===== config.mk =====
export PLATFORM = sky130hd
export DESIGN_NAME = tcc_dist
export DESIGN_NICKNAME = d
export VERILOG_FILES = /design/src/design/assert_macros.svh /design/src/design/tcc_pkg.sv /design/src/design/tcc_dist.sv
export SDC_FILE = /design/constraint.sdc
export NUM_CORES = 2
export LEC_CHECK = 0
export BUFFER_PORTS_ARGS = -buffer_cell sky130_fd_sc_hd__buf_4
export CORE_UTILIZATION = 30
export CTS_CLUSTER_DIAMETER = 30
export DETAILED_ROUTE_END_ITERATION = 8
export GPL_TIMING_DRIVEN = 0
export PLACE_DENSITY_LB_ADDON = 0.12
export SYNTH_ARGS = -nofsm -noshare
export SYNTH_HDL_FRONTEND = slang
export SYNTH_SLANG_ARGS = --single-unit

===== constraint.sdc =====
create_clock -name clk -period 7.48 [get_ports clk]
set_input_delay 0.374 -clock clk [delete_from_list [all_inputs] [get_ports clk]]
set_output_delay 0.374 -clock clk [all_outputs]
set_load 0.01 [all_outputs]

===== src/design/assert_macros.svh =====
// assertion macros used by the top-level rtl file
// no dependencies; compiled out when SYNTHESIS is defined
`ifndef ASSERT_MACROS_SVH
`define ASSERT_MACROS_SVH
`ifndef SYNTHESIS
`define TCC_ASSERT_ALWAYS(lbl, ck, rs, prop) \
  lbl: assert property (@(posedge ck) disable iff (rs) (prop)) else $error("tcc check failed");
`define TCC_ASSERT_NEXT(lbl, ck, rs, ante, cons) \
  lbl: assert property (@(posedge ck) disable iff (rs) (ante) |=> (cons)) \
    else $error("tcc check failed");
`else
`define TCC_ASSERT_ALWAYS(lbl, ck, rs, prop)
`define TCC_ASSERT_NEXT(lbl, ck, rs, ante, cons)
`endif
`endif


===== src/design/tcc_pkg.sv =====
// shared widths, cell and distance result types for the cluster center unit
// no dependencies
`timescale 1ns / 1ps
`default_nettype none
package tcc_pkg;
  localparam int COORD_W   = 16;
  localparam int LBL_W     = 6;
  localparam int SUM_W     = COORD_W + LBL_W;
  localparam int CNT_OUT_W = 7;
  localparam int LIM_W     = 16;
  localparam int SQ_W      = 2 * LIM_W;

  typedef struct packed {
    logic signed [COORD_W-1:0] x;
    logic signed [COORD_W-1:0] y;
    logic signed [COORD_W-1:0] z;
    logic [LBL_W-1:0]          label;
  } cell_t;

  typedef struct packed {
    logic             valid;
    logic             near;
    logic [LBL_W-1:0] label;
  } dist_res_t;
endpackage
`default_nettype wire


===== src/design/tcc_dist.sv =====
// pipelined squared distance test of a ring point against the new point
// depends on tcc_pkg
`timescale 1ns / 1ps
`default_nettype none
module tcc_dist (
  input  wire logic                               clk,
  input  wire logic                               rst,
  input  wire logic                               in_valid,
  input  wire tcc_pkg::cell_t                     a,
  input  wire logic signed [tcc_pkg::COORD_W-1:0] px,
  input  wire logic signed [tcc_pkg::COORD_W-1:0] py,
  input  wire logic signed [tcc_pkg::COORD_W-1:0] pz,
  input  wire logic [tcc_pkg::SQ_W-1:0]           lim_sq,
  output tcc_pkg::dist_res_t                      res
);
  localparam int CW = tcc_pkg::COORD_W;
  localparam int QW = 2 * CW;

  function automatic logic [CW-1:0] abs_diff(input logic signed [CW-1:0] u,
                                              input logic signed [CW-1:0] v);
    logic signed [CW:0] d;
    d = (CW+1)'(u) - (CW+1)'(v);
    return d[CW] ? CW'(-d) : CW'(d);
  endfunction

  logic                          v1, v2;
  logic [tcc_pkg::LBL_W-1:0]     l1, l2;
  logic [CW-1:0]                 mx, my, mz;
  logic [QW-1:0]                 sx, sy, sz;
  logic [QW+1:0]                 sum;

  always_ff @(posedge clk) begin
    if (rst) begin
      v1 <= 1'b0;
      v2 <= 1'b0;
    end else begin
      v1 <= in_valid;
      v2 <= v1;
    end
    l1 <= a.label;
    mx <= abs_diff(a.x, px);
    my <= abs_diff(a.y, py);
    mz <= abs_diff(a.z, pz);
    l2 <= l1;
    sx <= mx * mx;
    sy <= my * my;
    sz <= mz * mz;
  end

  assign sum       = (QW+2)'(sx) + (QW+2)'(sy) + (QW+2)'(sz);
  assign res.valid = v2;
  assign res.label = l2;
  assign res.near  = sum < (QW+2)'(lim_sq);
endmodule
`default_nettype wire


==> results.yml <==
sta:
  setup_slack_ns: 0.314
  tightest_slew_ns: 0.775
  setup_viol: 0
  period_needed_ns: 7.17
  finalClockSkew_ns: 0.0140
  clock.fmax_mhz: 140
  rsz0062_at_grt: "false"
  layout_worst_path_cycle_share: 0.958
  slew_headroom: 0.480
  hold_viol: 0
  drv_slew: 0
cells_and_area:
  drive_gt1_frac: 0.0703
  final_nets: 4761
  diodes: 0
  area_growth_pct: 11.3
  fillerInstances: 11000
logic_synthesis:
  ys_warn_count: 0
  netlist_area_sq_mm: 0.0312
  synth-async-reset-ratio: 0
  ys_types: 80
  ys_seq_area_frac: 0.0995
  synth_cells: 3519
  synth_top_flop_cell: "dfxtp_1"
  syn_area_per_cell_sq_um: 8.86
  synth_edf_count: 0
  synth_seq_cells: 155
min_path:
  min_to: "v1"
  worstHoldPathType: "in2reg"
  hp-start: "in_valid"
  hold-path-cell-count: 2
worst_setup_path:
  ff2ff_setup_slack_ns: 0.31
  cp_common_cell: "fa_1"
  r2r-start: "mz[11]"
  crit_arrival_ns: 7.57
  path_class: "reg2reg"
  critPathCaptureType: "register"
  reg2reg_depth: 21
  start_kind: "register"
  cp_max_fo: 10
  reg2reg_to: "sz[29]"
  cp_slowest_cell: "clkbuf_1"
  worstPathRequired_ns: 7.89
  slowest_delay_ns: 0.58
  cp_cell_sequence: "clkbuf_1, nand2_1, fa_1, fa_1, inv_1, fa_1, fa_1, fa_1, inv_1, fa_1, inv_1, ha_1, and3_1, and3_1, a211o_1, a21oi_1, nand3b_1, a311oi_2, a221o_1, o41ai_1, xnor2_1"
  critPathLaunch: "mz[11]"
job:
  maxCapViolCount: 0
clock_network:
  cts_buffer_depth: 2
  cts_made_buffers: 17
  cts.sinks: 155
  htree_num_levels: 4
  path_clk_slew_ns: 0.07
  clk_latency_ns: 0.50
  cts_tree: "done"
  clockRootBuffer: "clkbuf_16"
grt:
  grt-ovfl-total: 0
  grt_max_degree: 17
  grt_first_pass_wirelength_um: 132000
  grt_usage: 0.160
  grt_pass1_vias: 24400
  antenna_found_initial: 1
place:
  routabilityCongestion: 0.837
  dpl_worst_slack_ns: -0.308
  numPortBuffers: 144
  post-dp-hpwl_um: 69700
drt:
  drt_iter0_drc: 935
  drc: 0
  vias_per_cell: 4.49
  wl_um: 80200
  routedWlPerCell_um: 15.8
  dr_total_vias: 22800
  drtPass1Iterations: 5
  ant_nets: 0
floorplanning:
  die_w_um: 324
  die-area_sq_mm: 0.105
  core.rowCount: 117
  coreArea_sq_mm: 0.102
  die_y_um: 324
  io-pin-count: 145
  start_util: 0.304
run_status:
  status: "finished clean"
[critical path, delay by kind of cell, from the launching register on]
family                     cells  cell delay, ns
AOI/OAI and AO/OA              5            1.31
xor gates and xnor gates       1            0.17
adders and majority gates      7            3.52
buffers and inverters          4            0.73
DFF                            1            0.50
and+or+nand+nor                4            0.86
[synthesized netlist by cell type (14+ instances only)]
cell type  instances  area, sq um
dfxtp_1          155         3100
a21o_1            66          495
inv_1            879         3300
and2_1           128          801
clkbuf_1          71          267
a211oi_1          20          150
ha_1             415         5190
o211ai_1          15          113
a31oi_1           23          144
o21a_1            27          203
nand4_1           14         87.6
a21oi_1          131          656
nor2b_1           43          269
nor2_1           154          578
nand3_1           24          120
o21ai_0           71          355
nor3_1            30          150
and3_1            20          125
xor2_1            75          657
o21bai_1          23          173
xnor2_1          130         1140
nand2b_1          21          131
fa_1             521        10400
nand2_1          290         1090
[registers in the layout, indices dropped and copies added (netlist names)]
register  cells
sx           31
sy           31
mx           16
sz           31
l2            6
v1            1
v2            1
my           16
mz           16
l1            6
[cells by family (layout without fill, tap and decap cells)]
group,Yosys count,count (layout),share of synthesized area
buffers and inverters,954,1135,0.115
adders and majority gates,936,936,0.501
and+or+nand+nor,786,786,0.123
AOI/OAI and AO/OA,472,472,0.100
xor gates and xnor gates,205,205,0.0576
DFF,155,155,0.0995
muxes,9,9,0.00333
other,2,3,0.000241
[placed cells by master, fill, tap and decap left out, types with 7 or more instances in the layout]
master         instances
o21bai_1              23
nor4_1                11
nor3_1                30
a31o_2                 8
xor2_1                75
clkbuf_16             17
a211o_1                9
o211ai_1              15
inv_1                879
nand2b_1              21
ha_1                 415
and2_1               128
a221o_1                7
or3_1                 10
mux2_2                 7
and3_1                20
nand2_1              290
dfxtp_1              154
nor2b_1               43
o21a_1                27
a211oi_1              19
buf_4                146
xnor2_1              130
fa_1                 521
a31oi_1               23
nand4_1               14
clkbuf_2              33
o21ai_0               70
nand3_1               24
or2_2                  9
o31ai_1                9
clkbuf_1              35
a21o_1                66
dlygate4sd3_1          7
a21oi_1              131
nor2_1               154
[worst max path at each step]
stage	endpoint	slack (ns)	depth (start not counted)
final	sz[29]	0.31	21
after global routing	sx[30]	0.003	20
after CTS	sy[31]	0.02	23
after detailed placement	sx[31]	-0.31	22
after global placement	sx[31]	-0.31	22
after floorplan	sx[31]	1.24	25
[area by class of cell]
cell class | instances | area, sq um | share of cell area
clock buffers | 18 | 429 | 0.0124
flip-flops and latches | 155 | 3100 | 0.0894
multi-input cells | 2411 | 24500 | 0.706
well taps | 1368 | 1710 | 0.0493
inverters | 879 | 3300 | 0.0951
clock inverters | 14 | 156 | 0.00451
plain buffers | 72 | 335 | 0.00966
repair buffers | 152 | 1160 | 0.0334
[stage by stage]
stage | instances | area, sq um | util | TNS, ns | hold WS (ns)
2_1_floorplan | 3520 | 31200 | - | 0 | 0.310
3_3_place_gp | 5032 | 34000 | 0.332 | -1.20 | 0.310
3_5_place_dp | 5032 | 34000 | 0.332 | -1.05 | 0.315
4_1_cts | 5071 | 34700 | 0.338 | 0 | 0.0708
5_1_grt | 5069 | 34700 | 0.339 | 0 | 0.136
6_report | 5069 | 34700 | 0.339 | 0 | 0.113
[per-layer routing]
| layer | GRT usage | up-vias | part of all wire |
|---|---|---|---|
| li1 | - | 11300 | - |
| met1 | 0.225 | 11200 | 0.50 |
| met2 | 0.265 | 258 | 0.46 |
| met3 | 0.0158 | 45 | 0.026 |
| met4 | 0.0319 | 0 | 0.012 |
| met5 | 0 | - | 0 |
[timing repair]
action / CTS / global route
endpoints found under the setup margin: 8 / 19
gates resized for setup: 10 / 58
hold buffers: 7 / 0
buffers inserted: 0 / 1
hold endpoints to repair: 7 / 0
pin swaps: 0 / 1
Power is not shown: default switching activity piles up to over one toggle a cycle in this logic, so the estimate is an artifact.
