### config.mk
export PLATFORM = sky130hd
export DESIGN_NAME = tcc_div
export DESIGN_NICKNAME = d
export VERILOG_FILES = /design/src/design/assert_macros.svh /design/src/design/tcc_pkg.sv /design/src/design/tcc_div.sv
export SDC_FILE = /design/constraint.sdc
export NUM_CORES = 1
export LEC_CHECK = 0
export BUFFER_PORTS_ARGS = -buffer_cell sky130_fd_sc_hd__buf_2
export CORE_ASPECT_RATIO = 0.6
export CORE_MARGIN = 2
export CORE_UTILIZATION = 51
export DETAILED_ROUTE_END_ITERATION = 8
export MAX_ROUTING_LAYER = met4
export PLACE_DENSITY = 0.74
export RECOVER_POWER = 100
export SLEW_MARGIN = 20
export SYNTH_ARGS = -nofsm -noshare
export SYNTH_HDL_FRONTEND = slang
export SYNTH_SLANG_ARGS = --single-unit
### constraint.sdc
create_clock -name clk -period 2.4 [get_ports clk]
set_input_delay 0.48 -clock clk [delete_from_list [all_inputs] [get_ports clk]]
set_output_delay 0.48 -clock clk [all_outputs]
set_load 0.02 [all_outputs]
### src/design/assert_macros.svh
// assertion macros used by the top-level rtl file
// no dependencies; compiled out when SYNTHESIS is defined
`ifndef ASSERT_MACROS_SVH
`define ASSERT_MACROS_SVH
`ifndef SYNTHESIS
`define TCC_ASSERT_ALWAYS(lbl, ck, rs, prop) \
  lbl: assert property (@(posedge ck) disable iff (rs) (prop)) else $error("tcc check failed");
`define TCC_ASSERT_NEXT(lbl, ck, rs, ante, cons) \
  lbl: assert property (@(posedge ck) disable iff (rs) (ante) |=> (cons)) \
    else $error("tcc check failed");
`else
`define TCC_ASSERT_ALWAYS(lbl, ck, rs, prop)
`define TCC_ASSERT_NEXT(lbl, ck, rs, ante, cons)
`endif
`endif

### src/design/tcc_pkg.sv
// shared widths, cell and distance result types for the cluster center unit
// no dependencies
`timescale 1ns / 1ps
`default_nettype none
package tcc_pkg;
  localparam int COORD_W   = 16;
  localparam int LBL_W     = 6;
  localparam int SUM_W     = COORD_W + LBL_W;
  localparam int CNT_OUT_W = 7;
  localparam int LIM_W     = 16;
  localparam int SQ_W      = 2 * LIM_W;

  typedef struct packed {
    logic signed [COORD_W-1:0] x;
    logic signed [COORD_W-1:0] y;
    logic signed [COORD_W-1:0] z;
    logic [LBL_W-1:0]          label;
  } cell_t;

  typedef struct packed {
    logic             valid;
    logic             near;
    logic [LBL_W-1:0] label;
  } dist_res_t;
endpackage
`default_nettype wire

### src/design/tcc_div.sv
// restoring divider, one quotient bit per cycle, truncates toward zero
// depends on tcc_pkg
`timescale 1ns / 1ps
`default_nettype none
module tcc_div (
  input  wire logic                                 clk,
  input  wire logic                                 rst,
  input  wire logic                                 start,
  input  wire logic signed [tcc_pkg::SUM_W-1:0]     dividend,
  input  wire logic [tcc_pkg::CNT_OUT_W-1:0]        divisor,
  output logic                                      done,
  output logic signed [tcc_pkg::COORD_W-1:0]        quotient
);
  localparam int SW   = tcc_pkg::SUM_W;
  localparam int DW   = tcc_pkg::CNT_OUT_W;
  localparam int BC_W = $clog2(SW);

  logic            busy, neg;
  logic [SW-1:0]   mag;
  logic [DW-1:0]   rem;
  logic [BC_W-1:0] bitcnt;
  logic [DW:0]     trial, diff;
  logic            ge;
  logic [SW-1:0]   quot_full;

  assign trial     = {rem, mag[SW-1]};
  assign ge        = trial >= {1'b0, divisor};
  assign diff      = trial - {1'b0, divisor};
  assign quot_full = neg ? -mag : mag;
  assign quotient  = quot_full[tcc_pkg::COORD_W-1:0];

  always_ff @(posedge clk) begin
    if (rst) begin
      busy <= 1'b0;
      done <= 1'b0;
    end else begin
      done <= 1'b0;
      if (start) begin
        busy   <= 1'b1;
        bitcnt <= '0;
        rem    <= '0;
        neg    <= dividend[SW-1];
        mag    <= dividend[SW-1] ? SW'(-dividend) : SW'(dividend);
      end else if (busy) begin
        rem    <= ge ? diff[DW-1:0] : trial[DW-1:0];
        mag    <= {mag[SW-2:0], ge};
        bitcnt <= bitcnt + 1'b1;
        if (bitcnt == BC_W'(SW - 1)) begin
          busy <= 1'b0;
          done <= 1'b1;
        end
      end
    end
  end
endmodule
`default_nettype wire

==> key figures <==
Power and ir drop
  – Total power density per cell area: approximately 570 nW/µm²
  – Sequential Power Share: a little over two fifths
  – Clock power frac: 29.2%
  – Peak supply drop: 0.351 mV
  – Sw frac: 30.5%
  – Combinational share of power: 28.2%
  – Switching pwr: about 0.00058 W
  – Static Leak: 1.31 nW
  – Internal power: approximately 0.0013 W
  – Pwr Total: 0.00189 W

Timing
  – Final Critical Period: 2.78 ns
  – Worst-Margin Slew: 1.45 ns
  – Setup ws final: -0.384 ns
  – Fin. max-slew vios: 0
  – Hold Fails Final Rpt: 0
  – RSZ-0062 raised after global routing: yes
  – Worst rel slew slack: under 10%
  – Fin crit share: 116%
  – Worst clock skew: approximately 0.0092 ns
  – TNS Setup: -2.65 ns
  – Fmax: 359 MHz
  – Final setup fails: 11

Worst hold path
  – Path type of the worst min-delay path: input port to flop

Routing
  – Via count: 2364
  – Wire per inst: 14.2 µm
  – Drt via density: around 5.6
  – Initial DRC count: 99
  – Residual DRC count: 0
  – Detail Route Antenna Nets: 0
  – DR top layer: met4
  – Total Routed Length: roughly 6000 µm
  – Met3 wirelength from detailed routing: approximately 260 µm
  – M1 WL: 3000 µm
  – Routed length on met2: approximately 2700 µm
  – Pre-antenna DRT Iters: 5

Place
  – Post-DP Area: 3150 µm²
  – Post-DP HPWL: 4480 µm
  – I/O Buffers: 48
  – Post-place setup slack: -0.191 ns
  – Gpl congestion: 0.836

Cells and area
  – Fill count: around 410
  – # diodes: 0
  – Post-route cell area: ~3300 µm²
  – Layout cell share with drive strength beyond 1: 25.5%
  – Post-layout util: 65.6%
  – Final #Nets: 400
  – Area growth, synth to finish: 24.0%

Global route
  – First-pass GRT wire length: approximately 9500 µm
  – Total grt overflow: 0
  – Vias in the first global route: 1996
  – GRT Resource Usage Total: 21.3%
  – Antenna violations before repair: 0
  – Largest net degree at the start of global routing: 38

Worst setup path
  – Worst Path Required: 1.92 ns
  – Worst Path Max Fanout: 3
  – WP data arrival: 2.30 ns
  – Worst Setup End Kind: primary output
  – CP Class: flop to primary output
  – CP startpoint kind: flop

Clock tree
  – Hold Buf Count CTS: 0
  – TritonCTS clock tree: built
  – Sinks on the clock net: 37
  – Num CTS Buffers: 5
  – CTS root buf: clkbuf_8
  – Htree depth: 2
  – CTS max path bufs: 2
  – CTS clk-pin slew, worst paths: 0.08 ns
  – Clk_lat worst skew: 0.29 ns

Floorplan
  – Die height: 60.2 µm
  – Core area: 5080 µm²
  – Row count: 20
  – DIE WIDTH: ~98 µm
  – Die ar.: 5880 µm²
  – Initial Util: 52.9%
  – # IOs: a little under 50

Outcome
  – Status: finished, violations left
  – Failing checks: negative setup slack

Yosys
  – #FFs+latches synth: 37
  – Syn_area_per_cell: 9.33 µm²
  – Post-synth EDFFs: 35
  – Post-synth ARST share: 0%
  – Synthesized Nets: 332
  – Synth Warn #: 0
  – Ys flop type: edfxtp_1
  – Synth cell types: 47
  – Register area share after synthesis: 40.6%
  – Cell Area, Synth: 2690 µm²
  – Post-Synthesis Cells: 288

Flow run
  – Max-cap violations: 0
==> final timing paths <==
path                 from            to  slack (ns)  depth (start not counted)
setup / recovery   mag[1]  quotient[14]       -0.38                          8
hold reg to reg      busy          done        0.49                          1
hold / removal        rst          done        0.39                          2
setup reg to reg  mag[21]        rem[3]        0.15                          9
==> layer usage <==
layer	global-route usage [%]	vias up
li1	-	1191
met5	-	-
met2	31.6	62
met1	29.7	1103
met3	4.44	8
met4	6.55	0
==> stage by stage <==
stage,std cells,hold slack [ns]
6_report,423,0.392
5_1_grt,423,0.392
4_1_cts,422,0.377
3_5_place_dp,413,0.475
3_3_place_gp,413,0.468
2_1_floorplan,288,0.458
==> area by class of cell <==
| class | count | area [µm²] | share of cell area [%] |
|---|---|---|---|
| flip-flops and latches | 37 | 1090 | 32.8 |
| inverters | 17 | 63.8 | 1.92 |
| well taps | 66 | 82.6 | 2.48 |
| clock inverters | 3 | 46.3 | 1.39 |
| multi-input cells | 222 | 1550 | 46.6 |
| repair buffers | 73 | 427 | 12.8 |
| clock buffers | 5 | 68.8 | 2.07 |
==> placed cells by master (no fill, tap or decap), drive strengths merged, types with 15 or more instances in the layout <==
cell type,synthesis,layout
nor2,34,34
xor2,20,20
a21oi,28,28
xnor2,18,18
o21ai,17,17
clkbuf,11,18
buf,1,60
edfxtp,35,35
inv,17,17
nand2,15,15
==> sequential cells by signal (all words and copies together) (netlist names) <==
| name | flops |
|---|---|
| rem | 7 |
| mag | 22 |
| neg | 1 |
| bitcnt | 5 |
| busy | 1 |
| done | 1 |
==> power by group through the flow <==
stage	Clock, W	Combinational (W)	Sequential (W)
3_5_place_dp	0	0.000518	0.000817
4_1_cts	0.000564	0.000535	0.000804
6_report	0.000551	0.000534	0.000805
5_1_grt	0.000585	0.000587	0.000812
3_3_place_gp	0	0.000506	0.000816
2_1_floorplan	0	0.000344	0.000816
==> timing repair <==
| item | in CTS | in global routing |
|---|---|---|
| gates resized for setup | 14 | 4 |
| hold endpoints to repair | 0 | 0 |
| setup buffers | 1 | 1 |
| setup endpoints to repair | 11 | 11 |
| pin swaps | 2 | 2 |
==> cells in the mapped netlist, types with 2 or more instances <==
cell,count,area share (%)
a211oi_1,2,0.56
clkbuf_1,11,1.5
nand3_1,11,2.0
o31ai_1,8,2.2
a31oi_1,2,0.47
inv_1,17,2.4
o21ai_1,13,2.4
mux2i_1,3,1.1
dfxtp_1,2,1.5
a21oi_1,28,5.2
or4_1,2,0.56
xor2_1,20,6.5
nor4_1,4,0.93
or3_1,3,0.70
edfxtp_1,35,39
nor3b_1,2,0.56
xnor2_1,18,5.9
o21ai_0,4,0.75
o21a_1,3,0.84
nand2_1,15,2.1
nor2b_1,3,0.70
nor2_1,34,4.8
nor3_1,8,1.5
ha_1,11,5.1
nand2b_1,3,0.70
nand4_1,2,0.47
o41ai_1,4,1.3
==> worst max-delay path, cell delays in order (launching register included) <==
cell      delay, ns
edfxtp_1       0.41
inv_2          0.11
ha_4           0.15
nand2b_4       0.05
or4_4          0.43
or3_4          0.38
o21ai_2        0.20
xnor2_2        0.13
buf_4          0.16
==> kinds of logic after synthesis <==
| group | synth area share (%) |
|---|---|
| and+or+nand+nor | 18.8 |
| adders and majority gates | 5.87 |
| AOI/OAI and AO/OA | 17.0 |
| muxes | 1.12 |
| DFF | 40.6 |
| xor gates and xnor gates | 12.4 |
| buffers and inverters | 4.19 |
Note: power is estimated with default switching activity, not from simulation.
