`src/design/assert_macros.svh`:
```
// assertion macros used by the top-level rtl file
// no dependencies; compiled out when SYNTHESIS is defined
`ifndef ASSERT_MACROS_SVH
`define ASSERT_MACROS_SVH
`ifndef SYNTHESIS
`define TCC_ASSERT_ALWAYS(lbl, ck, rs, prop) \
  lbl: assert property (@(posedge ck) disable iff (rs) (prop)) else $error("tcc check failed");
`define TCC_ASSERT_NEXT(lbl, ck, rs, ante, cons) \
  lbl: assert property (@(posedge ck) disable iff (rs) (ante) |=> (cons)) \
    else $error("tcc check failed");
`else
`define TCC_ASSERT_ALWAYS(lbl, ck, rs, prop)
`define TCC_ASSERT_NEXT(lbl, ck, rs, ante, cons)
`endif
`endif

```
`src/design/tcc_pkg.sv`:
```
// shared widths, cell and distance result types for the cluster center unit
// no dependencies
`timescale 1ns / 1ps
`default_nettype none
package tcc_pkg;
  localparam int COORD_W   = 16;
  localparam int LBL_W     = 6;
  localparam int SUM_W     = COORD_W + LBL_W;
  localparam int CNT_OUT_W = 7;
  localparam int LIM_W     = 16;
  localparam int SQ_W      = 2 * LIM_W;

  typedef struct packed {
    logic signed [COORD_W-1:0] x;
    logic signed [COORD_W-1:0] y;
    logic signed [COORD_W-1:0] z;
    logic [LBL_W-1:0]          label;
  } cell_t;

  typedef struct packed {
    logic             valid;
    logic             near;
    logic [LBL_W-1:0] label;
  } dist_res_t;
endpackage
`default_nettype wire

```
`src/design/tcc_cell.sv`:
```
// one storage cell of the point ring: coordinates and cluster label
// depends on tcc_pkg
`timescale 1ns / 1ps
`default_nettype none
module tcc_cell (
  input  wire logic           clk,
  input  wire logic           shift,
  input  wire tcc_pkg::cell_t d,
  output tcc_pkg::cell_t      q
);
  always_ff @(posedge clk) begin
    if (shift) begin
      q <= d;
    end
  end
endmodule
`default_nettype wire

```
`config.mk`:
```
export PLATFORM = sky130hd
export DESIGN_NAME = tcc_cell
export DESIGN_NICKNAME = d
export VERILOG_FILES = /design/src/design/assert_macros.svh /design/src/design/tcc_pkg.sv /design/src/design/tcc_cell.sv
export SDC_FILE = /design/constraint.sdc
export NUM_CORES = 1
export LEC_CHECK = 0
export BUFFER_PORTS_ARGS = -buffer_cell sky130_fd_sc_hd__buf_2
export CORE_ASPECT_RATIO = 1.2
export CORE_UTILIZATION = 31
export CTS_CLUSTER_SIZE = 14
export DETAILED_ROUTE_END_ITERATION = 10
export GPL_ROUTABILITY_DRIVEN = 0
export HOLD_SLACK_MARGIN = 0.08
export PLACE_DENSITY = 0.65
export SETUP_SLACK_MARGIN = 0.1
export SKIP_CTS_REPAIR_TIMING = 1
export SKIP_LAST_GASP = 1
export SYNTH_ARGS = -nofsm -noshare
export SYNTH_HDL_FRONTEND = slang
export SYNTH_SLANG_ARGS = --single-unit
```
`constraint.sdc`:
```
create_clock -name clk -period 0.8 [get_ports clk]
set_input_delay 0.08 -clock clk [delete_from_list [all_inputs] [get_ports clk]]
set_output_delay 0.08 -clock clk [all_outputs]
set_load 0.1 [all_outputs]
```
==> impl_results.md, run 1 <==
* CTS tree: built
* Synth warn at 0
* Layout Nets at 282
* Final core occ at 74.75%
* CP max stage delay at 440 ps
* Die Area at 5525 µm²
* Post-route clock period utilization at 126.8%
* Syn nets at 110
* Tot GR Track Use at 12.90%
* Final setup margin at -214.7 ps
* Worst EP arrival at 930 ps
* CP max stage cell: edfxtp_1
* Synth Instances at 54
* Largest net degree at the start of global routing at 32
* Routed vias/inst at 4.153
* Fillcell total at 299
* Slew Viols, Final at 0
* Starting Density at 32.60%
* Max-Cap Viols at 0
* Setup TNS at -10,520 ps
* Synth Register Bits at 54
* Worst Setup End Kind: output pin
* Die extent in y at 81.23 µm
* Rows at 28
* Synth cell types at 1
* H-Tree Depth at 2
* CP required at 720 ps
* Root Buffer: clkbuf_8
* Final hold vios at 0
* Unrepaired setup endpoints after global routing: true
* Initial antenna violation count at 0
* Max_slew headroom at 88.67%
* Initial DRC count at 50
* P_leak at 1.538 nW
* CTS Sinks at 54
* DRC at 0
* Gr ovfl total at 0
* Bufs and invs on worst path at 1
* Max frequency at 985.5 MHz
* Wire length per cell at 14.64 µm
* Top delay family on crit path: flip-flops
* Core Area at 4975 µm²
* Finish-stage setup viols at 54
* Post-Syn Area at 1622 µm²
* WL final at 4.201 mm
* Class of the worst hold path: input port to flip-flop
* Power Density at 2115 nW/µm²
* Number of global-route vias before repair at 961
* Failing checks: setup timing
* CTS Buf Count at 5
* Largest regs: q x54
* Status: complete, but fails checks
* Tmin final at 1015 ps
* Slew @ Worst Pin at 169.9 ps
* Peak supply drop at 1546 µV
* First-pass DRT Iterations at 4
* Reg with most FFs: q
* Multi-input logic area at 0 µm²
* CP max FO at 1
* Die X at 68.02 µm
* Share of layout cells above drive strength 1 at 51.98%
* Crit path launch type: flip-flop
* Syn_area_per_cell at 30.03 µm²
* Clock transition at the registers of the reported paths at 90 ps
* CP Class: flip-flop to output pin
* Cell Chain, Critical Path: buf_12
* DR vias at 1,192
* Seq/Total Area, Yosys at 100.0%
* PortBufs at 109
* Max reg flops at 54
* P&R area growth vs syn at 129.3%
* First-pass GRT wire length at 4.774 mm
* Multi-input gates at 0
* Max clock buf depth at 2
* Total I/O pin count at 110
* ANT cells at 0
* Remaining antenna violation count after routing at 0
cell usage in the layout, fill, tap and decap left out:
master,count
buf_12,56
buf_2,55
dlygate4sd3_1,54
edfxtp_1,54
clkbuf_8,5
clkinv_1,1
clkinv_2,1
clkinvlp_4,1
worst paths after layout:
kind,start,to,slack [ps],depth (start not counted)
setup / recovery,q[32],q[32],-210,1
hold / removal,shift,q[27],240,2
metal layers:
layer | up-vias | GRT usage (%) | routed length, µm
li1 | 559 | - | -
met3 | 11 | 9.270 | 484
met2 | 80 | 19.22 | 2261
met1 | 542 | 12.78 | 1360
met4 | 0 | 7.708 | 95
met5 | - | 0 | 0
logic make-up (layout without fill, tap and decap cells):
family                 Yosys count  after routing  synth area share [%]
buffers and inverters            0            173                     0
flip-flops                      54             54                 100.0
per-stage QoR:
stage / cells / power (W) / area, µm² / hold slack (ps) / setup slack, ps
4_1_cts: 233 / 0.007738 / 3178 / -71.20 / -236.6
2_1_floorplan: 54 / 0.005088 / 1622 / 178.9 / -184.0
3_3_place_gp: 225 / 0.006274 / 3093 / 256.1 / 59.09
5_1_grt: 287 / 0.008101 / 3719 / 246.6 / -255.9
6_report: 287 / 0.007863 / 3719 / 238.1 / -214.7
3_5_place_dp: 225 / 0.006304 / 3093 / 258.2 / 51.09
cells in the mapped netlist:
| cell type | count | area [µm²] |
|---|---|---|
| edfxtp_1 | 54 | 1622 |
where the power goes:
group	total (W)	switching (W)	internal, W
sequential	0.00355	0.000175	0.00337
clock	0.00143	0.000825	0.000600
combinational	0.00289	0.00181	0.00108
total	0.00786	0.00281	0.00505
layout make-up:
type                  instances  area [µm²]  share of cell area (%)
timing repair buffer        165        1937                   52.09
tap                          60       75.07                   2.019
clock buffer                  5       68.82                   1.851
sequential                   54        1622                   43.61
clock inverter                3       16.27                  0.4374
Power figures use the tool's default switching activity.
==> inputs of run 2 (changes only) <==
--- a/config.mk
+++ b/config.mk
@@ -12,7 +12,6 @@
 export DETAILED_ROUTE_END_ITERATION = 10
 export GPL_ROUTABILITY_DRIVEN = 0
 export HOLD_SLACK_MARGIN = 0.08
-export PLACE_DENSITY = 0.65
 export SETUP_SLACK_MARGIN = 0.1
 export SKIP_CTS_REPAIR_TIMING = 1
 export SKIP_LAST_GASP = 1
==> constraint.sdc (replaced) <==
create_clock -name clk -period 1.2 [get_ports clk]
set_input_delay 0.12 -clock clk [delete_from_list [all_inputs] [get_ports clk]]
set_output_delay 0.12 -clock clk [all_outputs]
set_load 0.1 [all_outputs]
==> run 2 against run 1 <==
Against the previous run:
- the flow now finishes without violations
- worst hold slack better by 54 ps
- cell area down 18%
- via count grew 1.0%
- critical path depth is the same
- combinational power fell by 46%
- global-route usage down 1.3 points
- setup slack gained 270 ps
- critical endpoint is now q[27]
==> impl_results.md, run 2 (synthesized netlist as in run 1, its figures left out) <==
* Status: complete, no violations
* Initial DRC count at 54 (+8.0%)
* Class of the worst hold path: input port to flip-flop
* Remaining antenna violation count after routing at 0 (unchanged)
* Hold endpoint: q[40]
* Hold Path Stages at 2 (unchanged)
* Largest regs: q x54
* P&R area growth vs syn at 88.43%
* ANT cells at 0 (unchanged)
* CP Class: flip-flop to output pin
* Max-Cap Viols at 0 (unchanged)
* Wire length per cell at 14.00 µm (-4.4%)
* Min Hold Slack at 292.2 ps (+54.14 ps)
* Metal-1 WL at 1.278 mm (-6.0%)
* DR vias at 1,204 (+1.0%)
* Gr ovfl total at 0 (unchanged)
* P_leak at 1.295 nW (-16%)
* Max reg flops at 54 (unchanged)
* Final hold vios at 0 (unchanged)
* H-Tree Depth at 2 (unchanged)
* Peak supply drop at 1004 µV (-35%)
* CTS Sinks at 54 (unchanged)
* Tmin final at 1145 ps
* Initial antenna violation count at 0 (unchanged)
* Slew Viols, Final at 0 (unchanged)
* Share of layout cells above drive strength 1 at 51.54% (-0.44 points)
* Final core occ at 61.42% (-13 points)
* Power Density at 1576 nW/µm² (-25%)
* Setup TNS at 0 ps (+10,520 ps)
* Routed vias/inst at 4.195 (+1.0%)
* Worst EP arrival at 1030 ps (+100 ps)
* Unrepaired setup endpoints after global routing: true
* Uppermost layer routed: met4
* Met3 WL post-DR at 363 µm (-25%)
* Dpl ws at 328.3 ps (+277.2 ps)
* Core Area at 4975 µm² (unchanged)
* Most common cell after layout, fill and taps aside: buf_2
* Starting Density at 32.60% (unchanged)
* CTS Buf Count at 5 (unchanged)
* CP max stage delay at 420 ps (-20 ps)
* CP max FO at 1 (unchanged)
* Root Buffer: clkbuf_8
* Layout Nets at 282 (unchanged)
* Final setup margin at 54.82 ps (+269.5 ps)
* Cell Chain, Critical Path: clkbuf_4
* WL met2 at 2.247 mm (-0.62%)
* First-pass DRT Iterations at 3 (-1)
* Rows at 28 (unchanged)
* Die extent in y at 81.23 µm (unchanged)
* Total I/O pin count at 110 (unchanged)
* WL final at 4.017 mm (-4.4%)
* PortBufs at 109 (unchanged)
* Tot GR Track Use at 11.63% (-1.3 points)
* Bufs and invs on worst path at 1 (unchanged)
* Slew @ Worst Pin at 303.3 ps (+133.4 ps)
* DRC at 0 (unchanged)
* Multi-input logic area at 0 µm² (unchanged)
* CP max stage cell: edfxtp_1
* Crit path launch type: flip-flop
* HPWL Detailed at 2.427 mm
* Finish-stage setup viols at 0 (-100%)
* CTS tree: built
* Reg with most FFs: q
* Number of global-route vias before repair at 979 (+1.9%)
* Post-route clock period utilization at 95.43%
* Die X at 68.02 µm (unchanged)
* Multi-input gates at 0 (unchanged)
* Max frequency at 873.2 MHz
* Commonest cells after routing, fill and taps aside: buf_2, dlygate4sd3_1, edfxtp_1
* First-pass GRT wire length at 4.416 mm (-7.5%)
* Max_slew headroom at 79.89% (-8.8 points)
* Max clock buf depth at 2 (unchanged)
* Worst Setup End Kind: output pin
* CP required at 1080 ps (+360 ps)
* Largest net degree at the start of global routing at 32 (unchanged)
* Worst Hold Launch: shift
* Clock transition at the registers of the reported paths at 90 ps (about the same)
* Power Total at 0.004816 W (-39%)
* Top delay family on crit path: flip-flops
* Die Area at 5525 µm² (unchanged)
[run 2: worst max-delay path by stage]
| stage | startpoint | to | slack, ps | depth (start not counted) |
|---|---|---|---|---|
| 2_1_floorplan | q[0] | q[0] | 180 | 0 |
| 3_3_place_gp | q[15] | q[15] | 340 | 1 |
| 3_5_place_dp | shift | q[45] | 330 | 2 |
| 4_1_cts | q[11] | q[11] | -10 | 1 |
| 5_1_grt | q[27] | q[27] | 30 | 1 |
| 6_report | q[27] | q[27] | 50 | 1 |
[run 2: report_power, final]
| part | total, W | leakage [nW] | internal [W] | switching (W) |
|---|---|---|---|---|
| registers | 0.00229 | 0.528 | 0.00224 | 0.0000476 |
| logic | 0.00157 | 0.724 | 0.000373 | 0.00120 |
| clock network | 0.000957 | 0.0432 | 0.000413 | 0.000544 |
| total | 0.00482 | 1.30 | 0.00303 | 0.00179 |
[run 2: routing by layer]
layer	vias up	track usage, %
li1	559	-
met1	559	10.09
met2	74	20.98
met3	12	6.180
met4	0	5.625
met5	-	0
[run 2: area by class of cell]
type | instances | area [µm²]
Sequential cell | 54 | 1622
Tap cell | 60 | 75.07
Clock buffer | 6 | 72.57
Fill cell | 362 | 1919
Timing Repair Buffer | 165 | 1274
Clock inverter | 2 | 12.51
[run 2: per-stage QoR]
stage                     instance area, µm²  cells
after global placement                  2300    225
after CTS                               2385    233
after global routing                    3055    287
after floorplan                         1622     54
after detailed placement                2300    225
final                                   3055    287
